## src/rtl/assert_macros.svh

```systemverilog
// Assertion macros for the RTL files that carry checks.
// No dependencies.
`ifndef ASSERT_MACROS_SVH
`define ASSERT_MACROS_SVH

// Implication checked on every rising edge outside reset.
`define ASSERT_IMPLY(lbl, ck, rs, ante, cons, msg) \
  lbl: assert property (@(posedge ck) disable iff (rs) (ante) |-> (cons)) else $error(msg);

// Condition that holds on every rising edge outside reset.
`define ASSERT_ALWAYS(lbl, ck, rs, cond, msg) \
  lbl: assert property (@(posedge ck) disable iff (rs) (cond)) else $error(msg);

`endif

```

## src/rtl/pfb_pkg.sv

```systemverilog
// Shared types and operation codes of the page framebuffer raster block.
// No dependencies.
package pfb_pkg;

  // Operation codes
  localparam logic [2:0] OP_CLEAR  = 3'd0;
  localparam logic [2:0] OP_FILL   = 3'd1;
  localparam logic [2:0] OP_INVERT = 3'd2;
  localparam logic [2:0] OP_BITMAP = 3'd3;
  localparam logic [2:0] OP_READ   = 3'd4;
  localparam logic [2:0] OP_FLUSH  = 3'd5;

  // Classified command, passed from the front end to the back end
  typedef struct packed {
    logic [2:0]  op;
    logic        empty;      // zero width or zero height
    logic [6:0]  x;
    logic [5:0]  y;
    logic [7:0]  w;
    logic [6:0]  h;
    logic [7:0]  pb;
    logic [4:0]  ep;         // last page the rectangle reaches
    logic [4:0]  p_last;     // last page to walk, clipped to the frame
    logic [8:0]  col_last;   // last column to walk, clipped to the frame
    logic        walk_none;  // rectangle lies fully outside the frame
    logic [3:0]  need;       // dirty page count the rectangle needs, capped
    logic [11:0] total;      // bitmap stream length in bytes
    logic [4:0]  rows;       // source page rows of a bitmap
    logic        read_ok;    // read address lies inside the frame
    logic [2:0]  rpage;
    logic [6:0]  rcol;
  } pfb_cmd_t;

endpackage

```

## src/rtl/pfb_if.sv

```systemverilog
// Valid/ready channels of the page framebuffer block: command in, result out.
// No dependencies.
interface pfb_in_if;
  logic       valid;
  logic       ready;
  logic [2:0] operation;
  logic [6:0] rect_x;
  logic [5:0] rect_y;
  logic [7:0] rect_w;
  logic [6:0] rect_h;
  logic [7:0] pixel_byte;
  logic [2:0] read_page;
  logic [6:0] read_column;

  modport source (output valid, operation, rect_x, rect_y, rect_w, rect_h, pixel_byte,
                  read_page, read_column, input ready);
  modport sink (input valid, operation, rect_x, rect_y, rect_w, rect_h, pixel_byte,
                read_page, read_column, output ready);
endinterface


```

## src/rtl/pfb_front.sv

```systemverilog
// Front end: accepts command items and classifies them into queue entries.
// Depends on pfb_pkg and pfb_in_if.
module pfb_front #(
  parameter int SCREEN_WIDTH = 128,
  parameter int PAGE_COUNT   = 8
) (
  pfb_in_if.sink            req,
  input  logic              init_busy,
  input  logic              q_full,
  output logic              push,
  output pfb_pkg::pfb_cmd_t cmd
);
  import pfb_pkg::*;

  localparam int DIRTY_CAP = (PAGE_COUNT > 15) ? 15 : PAGE_COUNT;

  logic [7:0]  h_round;
  logic [12:0] total_full;
  logic [7:0]  bottom;
  logic [4:0]  need_full;
  logic [8:0]  col_end;

  // No items while the queue is full or the frame is being cleared after reset
  assign req.ready = !q_full && !init_busy;
  assign push      = req.valid && req.ready;

  // Geometry of the rectangle and the read address check
  always_comb begin
    h_round    = {1'b0, req.rect_h} + 8'd7;
    total_full = {5'b0, req.rect_w} * {8'b0, h_round[7:3]};
    bottom     = {2'b0, req.rect_y} + {1'b0, req.rect_h} - 8'd1;
    need_full  = bottom[7:3] + 5'd1;
    col_end    = {2'b0, req.rect_x} + {1'b0, req.rect_w} - 9'd1;

    cmd.op       = req.operation;
    cmd.empty    = (req.rect_w == 8'd0) || (req.rect_h == 7'd0);
    cmd.x        = req.rect_x;
    cmd.y        = req.rect_y;
    cmd.w        = req.rect_w;
    cmd.h        = req.rect_h;
    cmd.pb       = req.pixel_byte;
    cmd.ep       = bottom[7:3];
    cmd.p_last   = (bottom[7:3] < 5'(PAGE_COUNT)) ? bottom[7:3] : 5'(PAGE_COUNT - 1);
    cmd.col_last = (col_end < 9'(SCREEN_WIDTH)) ? col_end : 9'(SCREEN_WIDTH - 1);
    cmd.walk_none = ({2'b0, req.rect_x} >= 9'(SCREEN_WIDTH)) ||
                    ({2'b0, req.rect_y[5:3]} >= 5'(PAGE_COUNT));
    cmd.need     = (need_full > 5'(DIRTY_CAP)) ? 4'(DIRTY_CAP) : need_full[3:0];
    cmd.total    = total_full[11:0];
    cmd.rows     = h_round[7:3];
    cmd.read_ok  = ({2'b0, req.read_page} < 5'(PAGE_COUNT)) &&
                   ({2'b0, req.read_column} < 9'(SCREEN_WIDTH));
    cmd.rpage    = req.read_page;
    cmd.rcol     = req.read_column;
  end
endmodule

```

## src/flat_wrapper.sv

```systemverilog
// flat-port wrapper written by rule: the top's interface ports become plain ports
module pfb_front_flat import pfb_pkg::*;
#(
  parameter int SCREEN_WIDTH = 128,
  parameter int PAGE_COUNT   = 8
)
  (init_busy, q_full, push, cmd, req_valid, req_operation, req_rect_x, req_rect_y, req_rect_w, req_rect_h, req_pixel_byte, req_read_page, req_read_column, req_ready);
  pfb_in_if req_i ();
  input  logic init_busy;
  input  logic q_full;
  output logic push;
  output pfb_pkg::pfb_cmd_t cmd;
  input wire logic [$bits(req_i.valid)-1:0] req_valid;
  input wire logic [$bits(req_i.operation)-1:0] req_operation;
  input wire logic [$bits(req_i.rect_x)-1:0] req_rect_x;
  input wire logic [$bits(req_i.rect_y)-1:0] req_rect_y;
  input wire logic [$bits(req_i.rect_w)-1:0] req_rect_w;
  input wire logic [$bits(req_i.rect_h)-1:0] req_rect_h;
  input wire logic [$bits(req_i.pixel_byte)-1:0] req_pixel_byte;
  input wire logic [$bits(req_i.read_page)-1:0] req_read_page;
  input wire logic [$bits(req_i.read_column)-1:0] req_read_column;
  output wire logic [$bits(req_i.ready)-1:0] req_ready;
  assign req_i.valid = req_valid;
  assign req_i.operation = req_operation;
  assign req_i.rect_x = req_rect_x;
  assign req_i.rect_y = req_rect_y;
  assign req_i.rect_w = req_rect_w;
  assign req_i.rect_h = req_rect_h;
  assign req_i.pixel_byte = req_pixel_byte;
  assign req_i.read_page = req_read_page;
  assign req_i.read_column = req_read_column;
  assign req_ready = req_i.ready;
  pfb_front #(.SCREEN_WIDTH(SCREEN_WIDTH), .PAGE_COUNT(PAGE_COUNT)) u_core (.req(req_i), .init_busy(init_busy), .q_full(q_full), .push(push), .cmd(cmd));
endmodule
```

## config.mk

```make
export PLATFORM = sky130hd
export DESIGN_NAME = pfb_front_flat
export DESIGN_NICKNAME = d
export VERILOG_FILES = /design/src/rtl/assert_macros.svh /design/src/rtl/pfb_pkg.sv /design/src/rtl/pfb_if.sv /design/src/rtl/pfb_front.sv /design/src/flat_wrapper.sv
export SDC_FILE = /design/constraint.sdc
export NUM_CORES = 1
export LEC_CHECK = 0
export ABC_AREA = 1
export BUFFER_PORTS_ARGS = -buffer_cell sky130_fd_sc_hd__buf_4
export CAP_MARGIN = 10
export CORE_MARGIN = 4
export CORE_UTILIZATION = 40
export DETAILED_ROUTE_END_ITERATION = 7
export GPL_TIMING_DRIVEN = 0
export PLACE_DENSITY = 0.73
export SYNTH_ARGS = -nofsm -noshare
export SYNTH_HDL_FRONTEND = slang
export SYNTH_SLANG_ARGS = --single-unit
```

## constraint.sdc

```tcl
create_clock -name vclk -period 6.1
set_clock_uncertainty 0.05 [all_clocks]
set_input_delay 0.61 -clock vclk [all_inputs]
set_output_delay 0.61 -clock vclk [all_outputs]
set_load 0.01 [all_outputs]
```

**Yosys cells after proc, flatten, opt, wreduce, memory -nomap -nowiden**

Cells that the tools add are included.

- Bits in registers: 0
- Bits of input ports: 52
- Output and inout port bits: 94
- Logic and storage cells: 20

- Add/sub/neg operators: 6
- Multiply operators: 1
- Order comparisons: 3
- Mux-type cells: 3
- Reductions and logical operators: 7

Operators by type and width:

| cell | number |
|---|---|
| multiplier 8 x 5 -> 12 bit | 1 |
| adder 7 x 8 -> 9 bit | 1 |
| less-than comparator 9 x 8 -> 1 bit, second input constant | 1 |
| 2-to-1 mux 9 bit | 1 |
| subtractor 9 x 1 -> 9 bit, second input constant | 1 |
| adder 6 x 7 -> 8 bit | 1 |
| adder 7 x 3 -> 8 bit, second input constant | 1 |
| logical NOT 8 bit | 1 |
| subtractor 8 x 1 -> 8 bit, second input constant | 1 |
| logical NOT 7 bit | 1 |
| adder 5 x 1 -> 5 bit, second input constant | 1 |
| > comparator 5 x 4 -> 1 bit, second input constant | 1 |
| less-than comparator 5 x 4 -> 1 bit, second input constant | 1 |
| 2-to-1 mux 5 bit | 1 |
| 2-to-1 mux 4 bit | 1 |
| logical AND 1 bit | 2 |
| logical NOT 1 bit | 2 |
| logical OR 1 bit | 1 |

**Logic depth before layout (Yosys ltp)**

- Word-level depth: 5
- Mapped depth: 22
- Depth with buffers taken out: 22

**Least setup slack after synthesis**

No wires, ideal clock.

- Path type: input to output
- Start: input port req_rect_h[2]
- End: output port cmd[25] (netlist bit)
- Data arrival time: 4,221 ps
- Required time: 5,440 ps
- Slack: 1,219 ps
- Cell stages on the path: 18
- Buffers on the path: 0
- Cell sequence: nor2_1 nand2_1 nand3_1 nor2_1 nand2_1 nand2_1 inv_1 nand2_1 fa_1 fa_1 fa_1 inv_1 ha_1 a21oi_1 o21ai_0 a21oi_1 o21ai_0 xor2_1

RTL lines:

| item | RTL line | source |
|---|---|---|
| from (decl) | flat_wrapper.sv:18 | `input wire logic [$bits(req_i.rect_h)-1:0] req_rect_h;` |
| to (decl) | flat_wrapper.sv:12 | `output pfb_pkg::pfb_cmd_t cmd;` |

==> metrics.md <==
| Metric | Value |
|---|---|
| First-pass GRT wire length | 12100 um |
| Number of hold buffers added after cts | 0 |
| Hold Path Depth | 2 |
| Setup crit end kind | output port |
| Worst Hold Path EP | cmd[9] |
| Final Hold Vio Count | 0 |
| Fin Setup TNS | 0 ns |
| Vias in the first global route | 2820 |
| Vias | 2813 |
| Syn Area/Cell | 6.47 um2 |
| Post-DP Area | 3730 um2 |
| Seq Cell Count | 0 |
| GRT overflow | 0 |
| Most common cell in the synthesized netlist | inv_1 |
| Clk pwr share | 0% |
| Share of cells above drive strength 1 | 35.8% |
| DP Wirelength | 6160 um |
| Post-route DRC violation count | 0 |
| Initial Util | 42.0% |
| Top-Level Pins | 146 |
| Dominant cell type by area after synthesis | ha_1 |
| Final wirelength | 6770 um |
| Crit share post-route | 91.1% |
| YS warnings | 0 |
| Netlist cell types | 27 |
| Peak VDD IR | 0.102 mV |
| Mapped cell area | 2730 um2 |
| CP Launch Type | primary input |
| Worst min path class | primary input to output port |
| Final hold slack | 1.35 ns |
| Layout area overhead | 36.8% |
| Multi-input logic area | 1940 um2 |
| Largest net degree at the start of global routing | 9 |
| Die X | 90.6 um |
| MaxCap Viol Count | 0 |
| DIE AREA | 8210 um2 |
| Final worst slack | 0.541 ns |
| Sequential share of the synthesized area | 0% |
| Critical path class | primary input to output port |
| Final net count | 663 |
| Post-CTS Setup Bufs | 0 |
| RSZ-0062 raised after global routing | false |
| Cell area after layout | 3730 um2 |
| Die Span Y | 90.6 um |
| Final setup viols | 0 |
| Status | finished, final reports clean |
| PortBufs | 119 |
| Drt first-iter violations | 98 |
| Post-Syn Instances | 422 |
| Post-DRT Antenna Nets | 0 |
| Slew Limit Fails | 0 |
| Power share of the combinational group | 100.0% |
| Period minus WS final | 5.56 ns |
| Crit Path Max Fanout | 8 |
| Global Route Usage Sum | 16.7% |
| DRT Pass-1 Iters | 4 |
| Total Power | 584 uW |
| Sequential power share | 0% |
| Avg WL per Cell | 10.9 um |
| P per Cell Area | 156 nW/um2 |
| Post-synth top area share | 21.1% |
| Number of diodes | 0 |
| Initial antenna violation count | 0 |
| Min-delay src | req_read_page[2] |
| Sw Share | 53.2% |
| CP Data Arrival Time | 4.90 ns |
| Largest cells by area after synthesis | ha_1 21%, buf_4 15%, inv_1 14% |
| Cts repair resizes | 0 |
| Area of the core | 6490 um2 |
| Synth cell count leaders | 101 x inv_1, 60 x nand2_1, 55 x buf_4 |
| Gp weighted congestion | 0.855 |
| Max Freq | 180 MHz |
| Layout clock buffers | 0 |
| Internal Power | 273 uW |
| Switching power total | 311 uW |
| # rows | 29 |
| Reg area | 0 um2 |
| Pre-CTS WS | 0.593 ns |
| Detail-routed via count per cell | 4.52 |
| Worst Path Required | 5.44 ns |
| Fill count | 643 |
| P_leak | 0.00235 uW |
## worst max-delay path by stage
stage	startpoint	slack, ns	depth (start not counted)	endpoint
2_1_floorplan	req_rect_h[2]	1.22	18	cmd[25]
3_3_place_gp	req_rect_h[2]	0.64	20	cmd[25]
3_5_place_dp	req_rect_h[2]	0.59	20	cmd[25]
4_1_cts	req_rect_h[2]	0.58	20	cmd[25]
5_1_grt	req_rect_h[2]	0.18	20	cmd[25]
6_report	req_rect_h[2]	0.54	20	cmd[25]
## power by group through the flow
stage               registers [uW]  clock network (uW)  logic, uW
finish                           0                   0        584
global route                     0                   0        664
CTS                              0                   0        591
detailed placement               0                   0        588
global placement                 0                   0        579
floorplan                        0                   0        375
## per-stage QoR
stage          utilization [%]  cells
4_1_cts                   57.5    622
3_3_place_gp              57.5    622
2_1_floorplan                -    426
6_report                  57.5    622
3_5_place_dp              57.5    622
5_1_grt                   57.5    622
## logic make-up (layout without fill, tap and decap cells)
kind of cell	count (synthesis)	in the layout	share of synthesized area (%)
buffers and inverters	158	277	29.3
and+or+nand+nor	155	155	24.9
adders and majority gates	64	64	34.3
AOI/OAI and AO/OA	26	26	5.46
xor gates and xnor gates	17	17	5.73
other	2	6	0.275
## worst max-delay path: stages
cell and delay [ns]:
buf_4 0.13, nor2_1 0.14, nand2_1 0.09, nand3_1 0.11, nor2_1 0.06, nand2_1 0.23
nand2_1 0.25, inv_1 0.17, nand2_1 0.09, fa_1 0.50, fa_1 0.52, fa_1 0.55
inv_1 0.04, ha_1 0.35, a21oi_1 0.22, o21ai_0 0.16, a21oi_1 0.24, o21ai_0 0.14
xor2_1 0.15, buf_4 0.15
## placed cells by master (no fill, tap or decap), types with 2 or more instances in the layout
master	Yosys	routed
xnor2_1	4	4
fa_1	18	18
buf_4	55	174
a21o_1	3	3
inv_1	101	101
nand3_1	25	25
conb_1	2	6
nor2_2	3	3
o21ai_0	3	3
inv_2	2	2
nand2_1	60	60
o21ai_1	3	3
xor2_1	12	12
a21oi_1	12	12
nor2_1	47	47
ha_1	46	46
nand2_2	13	13
nand4_1	4	4
## metal layers
metal  part of all wire [%]  track usage [%]  wire length (um)
met2                     47             31.1              3210
met5                      0                0                 0
met3                    9.7             3.00               654
met4                   0.22            0.510                15
met1                     43             20.9              2880
## layout make-up
| class | instances | share of cell area, % |
|---|---|---|
| Multi-Input combinational cell | 268 | 52.1 |
| Buffer | 55 | 11.1 |
| Inverter | 103 | 10.4 |
| Timing Repair Buffer | 119 | 23.9 |
| Tap cell | 77 | 2.58 |
Power figures use the tool's default switching activity.
