### src/rtl/assert_macros.svh
// Assertion macros for the RTL files that carry checks.
// No dependencies.
`ifndef ASSERT_MACROS_SVH
`define ASSERT_MACROS_SVH

// Implication checked on every rising edge outside reset.
`define ASSERT_IMPLY(lbl, ck, rs, ante, cons, msg) \
  lbl: assert property (@(posedge ck) disable iff (rs) (ante) |-> (cons)) else $error(msg);

// Condition that holds on every rising edge outside reset.
`define ASSERT_ALWAYS(lbl, ck, rs, cond, msg) \
  lbl: assert property (@(posedge ck) disable iff (rs) (cond)) else $error(msg);

`endif

### src/rtl/pfb_pkg.sv
// Shared types and operation codes of the page framebuffer raster block.
// No dependencies.
package pfb_pkg;

  // Operation codes
  localparam logic [2:0] OP_CLEAR  = 3'd0;
  localparam logic [2:0] OP_FILL   = 3'd1;
  localparam logic [2:0] OP_INVERT = 3'd2;
  localparam logic [2:0] OP_BITMAP = 3'd3;
  localparam logic [2:0] OP_READ   = 3'd4;
  localparam logic [2:0] OP_FLUSH  = 3'd5;

  // Classified command, passed from the front end to the back end
  typedef struct packed {
    logic [2:0]  op;
    logic        empty;      // zero width or zero height
    logic [6:0]  x;
    logic [5:0]  y;
    logic [7:0]  w;
    logic [6:0]  h;
    logic [7:0]  pb;
    logic [4:0]  ep;         // last page the rectangle reaches
    logic [4:0]  p_last;     // last page to walk, clipped to the frame
    logic [8:0]  col_last;   // last column to walk, clipped to the frame
    logic        walk_none;  // rectangle lies fully outside the frame
    logic [3:0]  need;       // dirty page count the rectangle needs, capped
    logic [11:0] total;      // bitmap stream length in bytes
    logic [4:0]  rows;       // source page rows of a bitmap
    logic        read_ok;    // read address lies inside the frame
    logic [2:0]  rpage;
    logic [6:0]  rcol;
  } pfb_cmd_t;

endpackage

### src/rtl/pfb_queue.sv
// Two-entry command queue between the front end and the back end.
// Depends on pfb_pkg.
module pfb_queue (
  input  logic              clk,
  input  logic              rst,
  input  logic              push,
  input  pfb_pkg::pfb_cmd_t din,
  input  logic              pop,
  output pfb_pkg::pfb_cmd_t dout,
  output logic              full,
  output logic              empty
);
  import pfb_pkg::*;

  pfb_cmd_t   entry [2];
  logic       wr_ptr;
  logic       rd_ptr;
  logic [1:0] count;

  assign dout  = entry[rd_ptr];
  assign full  = (count == 2'd2);
  assign empty = (count == 2'd0);

  // Payload storage
  always_ff @(posedge clk) begin
    if (push) begin
      entry[wr_ptr] <= din;
    end
  end

  // Pointers and fill level
  always_ff @(posedge clk) begin
    if (rst) begin
      wr_ptr <= 1'b0;
      rd_ptr <= 1'b0;
      count  <= 2'd0;
    end else begin
      if (push) begin
        wr_ptr <= !wr_ptr;
      end
      if (pop) begin
        rd_ptr <= !rd_ptr;
      end
      if (push && !pop) begin
        count <= count + 2'd1;
      end else if (pop && !push) begin
        count <= count - 2'd1;
      end
    end
  end
endmodule

### config.mk
export PLATFORM = sky130hd
export DESIGN_NAME = pfb_queue
export DESIGN_NICKNAME = d
export VERILOG_FILES = /design/src/rtl/assert_macros.svh /design/src/rtl/pfb_pkg.sv /design/src/rtl/pfb_queue.sv
export SDC_FILE = /design/constraint.sdc
export NUM_CORES = 1
export LEC_CHECK = 0
export BUFFER_PORTS_ARGS = -buffer_cell sky130_fd_sc_hd__buf_4
export CORE_MARGIN = 2
export CORE_UTILIZATION = 48
export CTS_CLUSTER_SIZE = 16
export DETAILED_ROUTE_END_ITERATION = 8
export PLACE_DENSITY_LB_ADDON = 0.3
export SLEW_MARGIN = 20
export SYNTH_ARGS = -nofsm -noshare
export SYNTH_HDL_FRONTEND = slang
export SYNTH_SLANG_ARGS = --single-unit
### constraint.sdc
create_clock -name clk -period 6.8 [get_ports clk]
set_clock_uncertainty 0.05 [all_clocks]
set_input_delay 0.68 -clock clk [delete_from_list [all_inputs] [get_ports clk]]
set_output_delay 0.68 -clock clk [all_outputs]
set_load 0.05 [all_outputs]
Word-level counts from Yosys, hierarchy flattened:

Memory sizes are Yosys's and may differ from the RTL's. A register that Yosys moved wholly into a read port is not among the register bits.
Cells that the tools add are included.

* bits in registers: 4
* memory bits (writable): 184
* input port bits: 96
* output and inout port bits: 94
* memories: 1

Memory list
* entry: depth 2, bits a word 92, rd ports 1, clocked after memory_dff 1, write ports 1, line pfb_queue.sv:15 `pfb_cmd_t entry [2];`

* add/sub/neg operators: 2
* equality and inequality tests: 1
* mux-type cells: 6
* reductions and logical operators: 8

Operator list (count)
* 1-bit logical NOT: 4
* 1-bit two-way mux: 4
* 2-bit two-way mux: 2
* 2-bit by 1-bit adder with 2-bit output (second input constant): 1
* 2-bit == test (second input constant): 1
* 1-bit logical AND: 2
* 2-bit logical NOT: 1
* 2-bit nonzero test: 1
* 2-bit by 1-bit subtractor with 2-bit output (second input constant): 1

Logic depth before layout (Yosys ltp):

Gate-level depths: netlist of run 1.

* depth after elaboration: 4
* depth in mapped cells: 5
* depth with buffers taken out: 5

Worst setup path before layout of run 1:

No wires, ideal clock.

* path kind: input-to-reg
* from: input port push
* to: memory entry[0][0] in the netlist's numbering (enable)
* library setup time: 0.554 ns
* data arrival time: 4.690 ns
* required time: 6.196 ns
* path slack: 1.505 ns
* stages on the path: 1
* path buffers: 0
* path through: nor2b_1

* cells in the longest elaborated chain, start to end: 2

Ends and longest elaborated chain
* from (decl): line pfb_queue.sv:6 `input logic push,`
* 1-bit two-way mux: line pfb_queue.sv:26 `if (push) begin`
* 1-bit two-way mux (implied by the code): line pfb_queue.sv:27 `entry[wr_ptr] <= din;`
* to (decl): line pfb_queue.sv:15

Every way passes these cells.

==> qor.yml, run 1 <==
finalWorstPathRequiredPeriod_ps: 3176
cp_data_required_time_ps: 6070
core_mm2: 0.01393
place_congestion: 0.6945
post_synth_num_cell_types: 17
run_status: "complete, no violations"
multi_input_area_mm2: 0.001150
ys_seq_elements: 189
worstSetupPathType: "reg -> out"
antenna_found_initial: 0
antenna-diode-count: 0
route.vias.total: 3467
max-clock-path-buffers: 2
seq_area_mm2: 0.005629
post_synth_inst_count: 308
worstPathArrival_ps: 2450
met3_usage: 0.06593
final_layout_size_suffix_gt1_frac: 0.5988
cts_root_buffer: "clkbuf_16"
grt_start_max_net_pins: 68
min_from: "din[4]"
clk-insertion-delay-late_ps: 410
synthesis.yosys.warnings: 0
cts_buffers: 17
number_of_pins_exceeding_their_max_slew_limit_in_the_final_report: 0
hold_violations: 0
hold_ws_ps: 397.0
worst_setup_hold_path_clk_slew_ps: 60
die_x_um: 123.7
firstDrtPassIters: 4
chipHeight_um: 123.7
totalPowerFinal_w: 0.002833
startpoint_type: "flop"
post_synth_instance_area_mm2: 0.006872
grt_overflow_total: 0
min-delay-path-class: "in -> reg"
postSynthAreaPerCell_um2: 22.31
avgViaCountPerCell: 4.946
groute.usage.overall: 0.1573
mostFrequentLayoutCells: "192 x buf_4, 184 x edfxtp_1, 92 x mux2_2, 17 x clkbuf_16, 5 x nor2_1"
rr_worst_depth: 2
ctsResizeCount: 0
worst-slew-pin-transition_ps: 991.7
grt_use_met1: 0.1818
r2r_start: "wr_ptr"
clock.fmax_mhz: 314.8
grt_busiest_layer: "met2"
fill_cells: 1000
final.setup.tns_ps: 0
cts_max_level: 4
grt_first_pass_wirelength_mm: 17.45
max-slew-margin-rel: 0.3375
number_of_nets_at_the_end_of_the_flow: 606
timing.hold.worst_endpoint: "entry[0][4]"
post-route-period-util: 0.4671
synth_fp_nets: 405
cp_cell_sequence: "buf_4 > mux2_2 > buf_4"
whs_path_depth: 1
number_of_buffers_inserted_by_post_cts_setup_repair: 0
cp-end-kind: "output port"
buffer_ports.inserted: 189
routed_wire_length_per_instance_um: 17.30
seq_area_frac_synth: 0.8186
initialDrtViolationCount: 233
grt_util_met2: 0.2582
max_stage_delay_cell_worst_path: "buf_4"
numClockSinks: 189
setup-violations-final: 0
totalWireLength_mm: 12.13
setup_repair_after_global_routing_missed_its_margin: "false"
placementRows: 43
floorplan.initialDensity: 0.4931
area.growth.synth_to_final_pct: 31.14
p_leak_nw: 3.373
boundaryPins: 190
drt_drc_violations_left: 0
grt_pass1_vias: 3565
max_stage_delay_ps: 680
vdd_drop_max_mv: 0.1698
path_common_cell: "buf_4"
power_per_cell_area_mw_per_mm2: 314.4
tritoncts_clock_tree: "yes"
most_frequent_standard_cell_in_the_layout_excluding_fill_and_tap_cells: "buf_4"
hpwl_mm: 7.935
maximum_fanout_encountered_on_the_critical_timing_path: 56
rrSetupSlack_ps: 4400
worst_r2r_endpoint: "entry[0][7]"
floorplan.die_area_mm2: 0.01529
final_antenna_net_count: 0
cts_hold_buffers: 0
drv_cap: 0
[per-stage QoR]
stage                     area, um^2  cells  setup WS (ps)  utilization
after detailed placement        8449    670           3905       0.6064
final                           9011    701           3624       0.6467
after CTS                       9011    701           3582       0.6467
after global routing            9011    701           3498       0.6467
after floorplan                 6872    308           1505            -
after global placement          8449    670           3939       0.6064
[cells in the mapped netlist (all sizes together)]
master / instances / share of area
or3: 1 / 0.00091
nor2b: 1 / 0.00091
a21oi: 1 / 0.00073
ha: 1 / 0.0018
nor2: 5 / 0.0027
mux2: 92 / 0.15
and2b: 1 / 0.0013
dfxtp: 5 / 0.015
buf: 10 / 0.015
edfxtp: 184 / 0.80
xnor2: 2 / 0.0025
and2: 1 / 0.00091
o21ai: 1 / 0.00073
inv: 1 / 0.00055
xor2: 2 / 0.0025
[per-layer routing]
metal	vias up	share of wire
li1	1616	-
met1	1702	0.39
met2	137	0.50
met3	12	0.099
met4	0	0.012
met5	-	0
[final cells by class]
class                   count  share of cell area
multi-input cells         108              0.1276
well taps                 180             0.02499
inverters                   1           0.0004166
clock buffers              20             0.04846
clock inverters            11             0.01389
repair buffers            192              0.1600
flip-flops and latches    189              0.6247
[worst max-delay path by stage]
| stage | startpoint | cells past startpoint | to | slack (ps) |
|---|---|---|---|---|
| final | flop | 3 | dout[1] | 3620 |
| after global routing | flop | 3 | dout[91] | 3500 |
| after CTS | flop | 3 | dout[1] | 3580 |
| after detailed placement | push | 3 | entry[0][9] | 3910 |
| after global placement | push | 3 | entry[0][9] | 3940 |
| after floorplan | push | 1 | entry[0][0] | 1510 |
[registers in the layout (all words and copies together), names as in the netlist, named ones only]
name / count
count: 2
rd_ptr: 1
entry: 184
wr_ptr: 1
[worst max-delay path, delay by kind of cell (launching register included)]
family	cells	cell delay [ps]
buf+inv	2	870
flops	1	660
mux	1	430
[power by group]
group	total [W]	internal [W]	switching (W)
Sequential	0.00138	0.00136	0.0000249
Combinational	0.000511	0.000179	0.000332
Clock	0.000937	0.000568	0.000369
[cells by family (layout without fill, tap and decap cells)]
kind of cell	after synthesis	after routing	synth area share
compound gates	2	2	0.001455
xor+xnor	4	4	0.005099
fa+ha+maj	1	1	0.001821
buf+inv	11	224	0.01548
flops	189	189	0.8186
mux	92	92	0.1508
simple gates	9	9	0.006739
(Power assumes the default switching activity.)
==> run 2: changes to the inputs <==
==> constraint.sdc (replaced) <==
create_clock -name clk -period 3.2 [get_ports clk]
set_clock_uncertainty 0.05 [all_clocks]
set_input_delay 0.32 -clock clk [delete_from_list [all_inputs] [get_ports clk]]
set_output_delay 0.32 -clock clk [all_outputs]
set_load 0.05 [all_outputs]
==> run 2 against run 1 <==
Flip-flop and latch count is the same. Final cell count up 0.29%. Final area grew 1.3%. Clock power rose by 140%. First-iteration DRC count shrank 9.4%. Via count rose by 0.26%. Clock-buffer cell count increased by 5. Worst setup slack lost 2800 ps. Sequential share of layout area fell by 0.83 points. Power is 120% higher. Sequential power is 110% higher. Critical path type unchanged. Critical endpoint is now dout[16]. Largest cell class unchanged. Largest power group unchanged. Highest routed layer unchanged.
==> qor.yml, run 2 (synthesis results as in run 1) <==
power_per_cell_area_mw_per_mm2: 689.1
numPlacedInstances: 671
place_congestion: 0.7125
post-route-period-util: 0.7577
tritoncts_clock_tree: "yes"
min-delay-path-class: "in -> reg"
cts_max_level: 4
routed_wire_length_per_instance_um: 17.72
largest_reg_by_ff_count: "entry"
timing.hold.worst_endpoint: "entry[1][24]"
r2r_start: "wr_ptr"
p_leak_nw: 3.417
finalWorstPathRequiredPeriod_ps: 2425
max-slew-margin-rel: 0.5542
area.growth.synth_to_final_pct: 32.90
number_of_buffers_inserted_by_post_cts_setup_repair: 0
worst-slew-pin-transition_ps: 668.7
placementRows: 43
worst_setup_hold_path_clk_slew_ps: 70
largest_reg_flops: 184
clk-insertion-delay-late_ps: 420
die_x_um: 123.7
met3_usage: 0.06227
rr_worst_depth: 2
final.setup.tns_ps: 0
cp-end-kind: "output port"
startpoint_type: "flop"
vdd_drop_max_mv: 0.4657
most_frequent_standard_cell_in_the_layout_excluding_fill_and_tap_cells: "buf_4"
grt_start_max_net_pins: 93
floorplan.die_area_mm2: 0.01529
firstDrtPassIters: 4
hold_violations: 0
fill_cells: 961
buffer_ports.inserted: 189
core_mm2: 0.01393
cts_root_buffer: "clkbuf_16"
grt_use_met1: 0.1842
ctsResizeCount: 0
rrSetupSlack_ps: 1380
worstPathArrival_ps: 2050
cts_hold_buffers: 0
number_of_nets_at_the_end_of_the_flow: 607
drt_drc_violations_left: 0
antenna_found_initial: 0
grt_util_met2: 0.2813
final_antenna_net_count: 0
hpwl_mm: 8.033
min_from: "din[24]"
maximum_fanout_encountered_on_the_critical_timing_path: 44
reg.largest.list: "entry (184), count (2)"
chipHeight_um: 123.7
max-clock-path-buffers: 2
grt_first_pass_wirelength_mm: 18.44
seq_area_mm2: 0.005629
drv_cap: 0
boundaryPins: 190
number_of_pins_exceeding_their_max_slew_limit_in_the_final_report: 0
totalWireLength_mm: 12.46
groute.usage.overall: 0.1647
setup_repair_after_global_routing_missed_its_margin: "false"
cp_data_required_time_ps: 2830
floorplan.initialDensity: 0.4931
route.vias.total: 3476
run_status: "complete, no violations"
initialDrtViolationCount: 211
multi_input_area_mm2: 0.001150
worstSetupPathType: "reg -> out"
whs_path_depth: 1
grt_busiest_layer: "met2"
worst_r2r_endpoint: "entry[1][47]"
numClockSinks: 189
setup-violations-final: 0
cts_buffers: 17
mostFrequentLayoutCells: "190 x buf_4, 184 x edfxtp_1, 92 x mux2_2, 17 x clkbuf_16, 6 x clkbuf_1"
grt_pass1_vias: 3798
grt_overflow_total: 0
antenna-diode-count: 0
hold_ws_ps: 23.83
avgViaCountPerCell: 4.945
final_layout_size_suffix_gt1_frac: 0.6023
final_cells: 703
clock.fmax_mhz: 412.5
==> run 2: routing by layer <==
metal / wire [um] / vias up
met5: 0 / -
met4: 294 / 0
li1: - / 1614
met1: 4643 / 1706
met2: 6458 / 131
met3: 1060 / 25
==> run 2: worst max-delay path by stage <==
stage / cells after the start / endpoint / start
finish: 3 / dout[16] / flop
global route: 3 / dout[16] / flop
CTS: 3 / dout[4] / flop
detailed placement: 3 / dout[4] / flop
global placement: 3 / dout[16] / flop
floorplan: 1 / entry[1][0] / wr_ptr
==> run 2: final cells by class <==
| cell class | instances | share of cell area |
|---|---|---|
| flip-flops and latches | 189 | 0.6164 |
| repair buffers | 193 | 0.1628 |
| multi-input cells | 108 | 0.1259 |
| clock buffers | 25 | 0.05206 |
| well taps | 180 | 0.02466 |
| clock inverters | 7 | 0.01781 |
| inverters | 1 | 0.0004110 |
==> run 2: critical path: stages, from the launching register on <==
cell	delay, ps
dfxtp_4	690
buf_12	320
mux2_2	380
buf_4	190
==> run 2: report_power, final <==
part	internal (W)	total, W	leakage [nW]	switching (W)
combinational	0.000389	0.00110	1.34	0.000709
clock	0.00143	0.00225	0.306	0.000826
sequential	0.00289	0.00294	1.77	0.0000536
total	0.00471	0.00629	3.42	0.00159
==> run 2: through the flow <==
step	setup WS [ps]	area, um^2	total power [W]	util
after floorplan	145.6	6879	0.003735	-
after global placement	1196	8494	0.004082	0.6096
after detailed placement	1189	8494	0.004102	0.6096
after CTS	732.1	9133	0.006343	0.6554
after global routing	670.9	9133	0.006494	0.6554
final	775.5	9133	0.006294	0.6554
==> run 3: changes to the inputs <==
==> constraint.sdc (replaced) <==
create_clock -name clk -period 2.5 [get_ports clk]
set_clock_uncertainty 0.05 [all_clocks]
set_input_delay 0.25 -clock clk [delete_from_list [all_inputs] [get_ports clk]]
set_output_delay 0.25 -clock clk [all_outputs]
set_load 0.05 [all_outputs]
==> run 3 against run 2 <==
Sequential share of layout area fell by 5.3 points. Largest power group unchanged. Die area did not move. Core utilization is 6.2 points higher. Power up 24%. Global-route usage up 1.3 points. Combinational power grew 41%. Non-clock buffer count increased by 95. Sequential power is 27% higher.
==> qor.yml, run 3 (synthesis results as in run 1) <==
run_status: "complete, no violations"
startpoint_type: "flop"
grt_pass1_vias: 4085
fill_cells: 846
firstDrtPassIters: 4
max-clock-path-buffers: 2
post-route-period-util: 0.7822
drt_drc_violations_left: 0
route.vias.total: 3831
cp_cell_sequence: "buf_12 > mux2_2 > buf_4"
worst_setup_hold_path_clk_slew_ps: 60
buffer_ports.inserted: 189
max_stage_delay_ps: 390
most_frequent_standard_cell_in_the_layout_excluding_fill_and_tap_cells: "buf_4"
numClockSinks: 189
avgViaCountPerCell: 4.807
totalWireLength_mm: 13.37
largest_reg_by_ff_count: "entry"
initialDrtViolationCount: 171
buffer_and_inverter_count_on_the_worst_path: 2
worstPathArrival_ps: 1660
finalWorstPathRequiredPeriod_ps: 1956
critPathTopFamily: "buffers and inverters"
groute.usage.overall: 0.1781
min_from: "pop"
tritoncts_clock_tree: "yes"
worstSetupPathType: "reg -> out"
clock.fmax_mhz: 511.4
ctsResizeCount: 0
cp_data_required_time_ps: 2200
r2r_start: "wr_ptr"
max-slew-margin-rel: 0.5403
final_layout_size_suffix_gt1_frac: 0.5138
die_x_um: 123.7
core_mm2: 0.01393
place_congestion: 0.7338
min-delay-path-class: "in -> reg"
hpwl_mm: 7.969
hold_ws_ps: 51.07
placed_area_mm2: 0.008509
max_stage_delay_cell_worst_path: "mux2_2"
postLayoutCoreUtil: 0.7172
cts_max_level: 4
area.growth.synth_to_final_pct: 45.45
cts_buffers: 17
number_of_buffers_inserted_by_post_cts_setup_repair: 0
setup-violations-final: 0
number_of_nets_at_the_end_of_the_flow: 702
final_antenna_net_count: 0
cts_root_buffer: "clkbuf_16"
hold_violations: 0
floorplan.die_area_mm2: 0.01529
chipHeight_um: 123.7
mostFrequentLayoutCells: "192 x buf_4, 184 x edfxtp_1, 93 x dlygate4sd3_1, 92 x mux2_2, 17 x clkbuf_16"
worst-slew-pin-transition_ps: 689.6
boundaryPins: 190
largest_reg_flops: 184
placementRows: 43
grt_overflow_total: 0
p_leak_nw: 3.772
power_per_cell_area_mw_per_mm2: 783.0
drv_cap: 0
reg.largest.list: "entry (184), count (2)"
cp-end-kind: "output port"
final.setup.tns_ps: 0
maximum_fanout_encountered_on_the_critical_timing_path: 47
number_of_pins_exceeding_their_max_slew_limit_in_the_final_report: 0
vdd_drop_max_mv: 0.5912
cts_hold_buffers: 93
grt_start_max_net_pins: 52
clk-insertion-delay-late_ps: 420
setup_repair_after_global_routing_missed_its_margin: "false"
finalInstanceArea_mm2: 0.009995
floorplan.initialDensity: 0.4931
grt_first_pass_wirelength_mm: 19.91
antenna-diode-count: 0
routed_wire_length_per_instance_um: 16.78
antenna_found_initial: 0
## run 3: worst paths after layout
check / end / slack, ps / depth (start not counted)
hold / removal: rd_ptr / 50 / 3
setup / recovery: dout[18] / 540 / 3
hold reg to reg: rd_ptr / 470 / 2
setup reg to reg: entry[1][15] / 970 / 2
## run 3: area by class of cell
type | instances | area, um^2 | share of cell area
Clock inverter | 13 | 125.1 | 0.01252
Timing Repair Buffer | 288 | 2432 | 0.2434
Inverter | 1 | 3.754 | 0.0003756
Clock buffer | 18 | 429.2 | 0.04294
Sequential cell | 189 | 5629 | 0.5632
Multi-Input combinational cell | 108 | 1150 | 0.1150
Tap cell | 180 | 225.2 | 0.02253
## run 3: through the flow
step                      setup slack [ps]  power, W  std cells
final                                544.4  0.007826        797
after global routing                 489.9  0.008110        797
after CTS                            514.5  0.007887        797
after detailed placement             965.7  0.005250        673
after global placement               971.1  0.005223        673
after floorplan                      318.9  0.004777        308
## run 3: report_power, final
part	internal (W)	leakage, nW	switching, W	total (W)
sequential	0.00370	1.77	0.0000486	0.00374
clock	0.00145	0.262	0.00107	0.00253
combinational	0.000597	1.74	0.000957	0.00155
## run 3: worst min-delay path: cells and delay by family
kind | cells | cell delay [ps]
XOR/XNOR | 1 | 70
AND/OR/NAND/NOR | 1 | 70
buffers and inverters | 1 | 90
## run 3: per-layer routing
metal,part of all wire,global-route usage,vias to the layer above
li1,-,-,1813
met1,0.38,0.1979,1881
met2,0.55,0.3166,117
met3,0.059,0.05449,20
met4,0.016,0.07528,0
met5,0,0,-
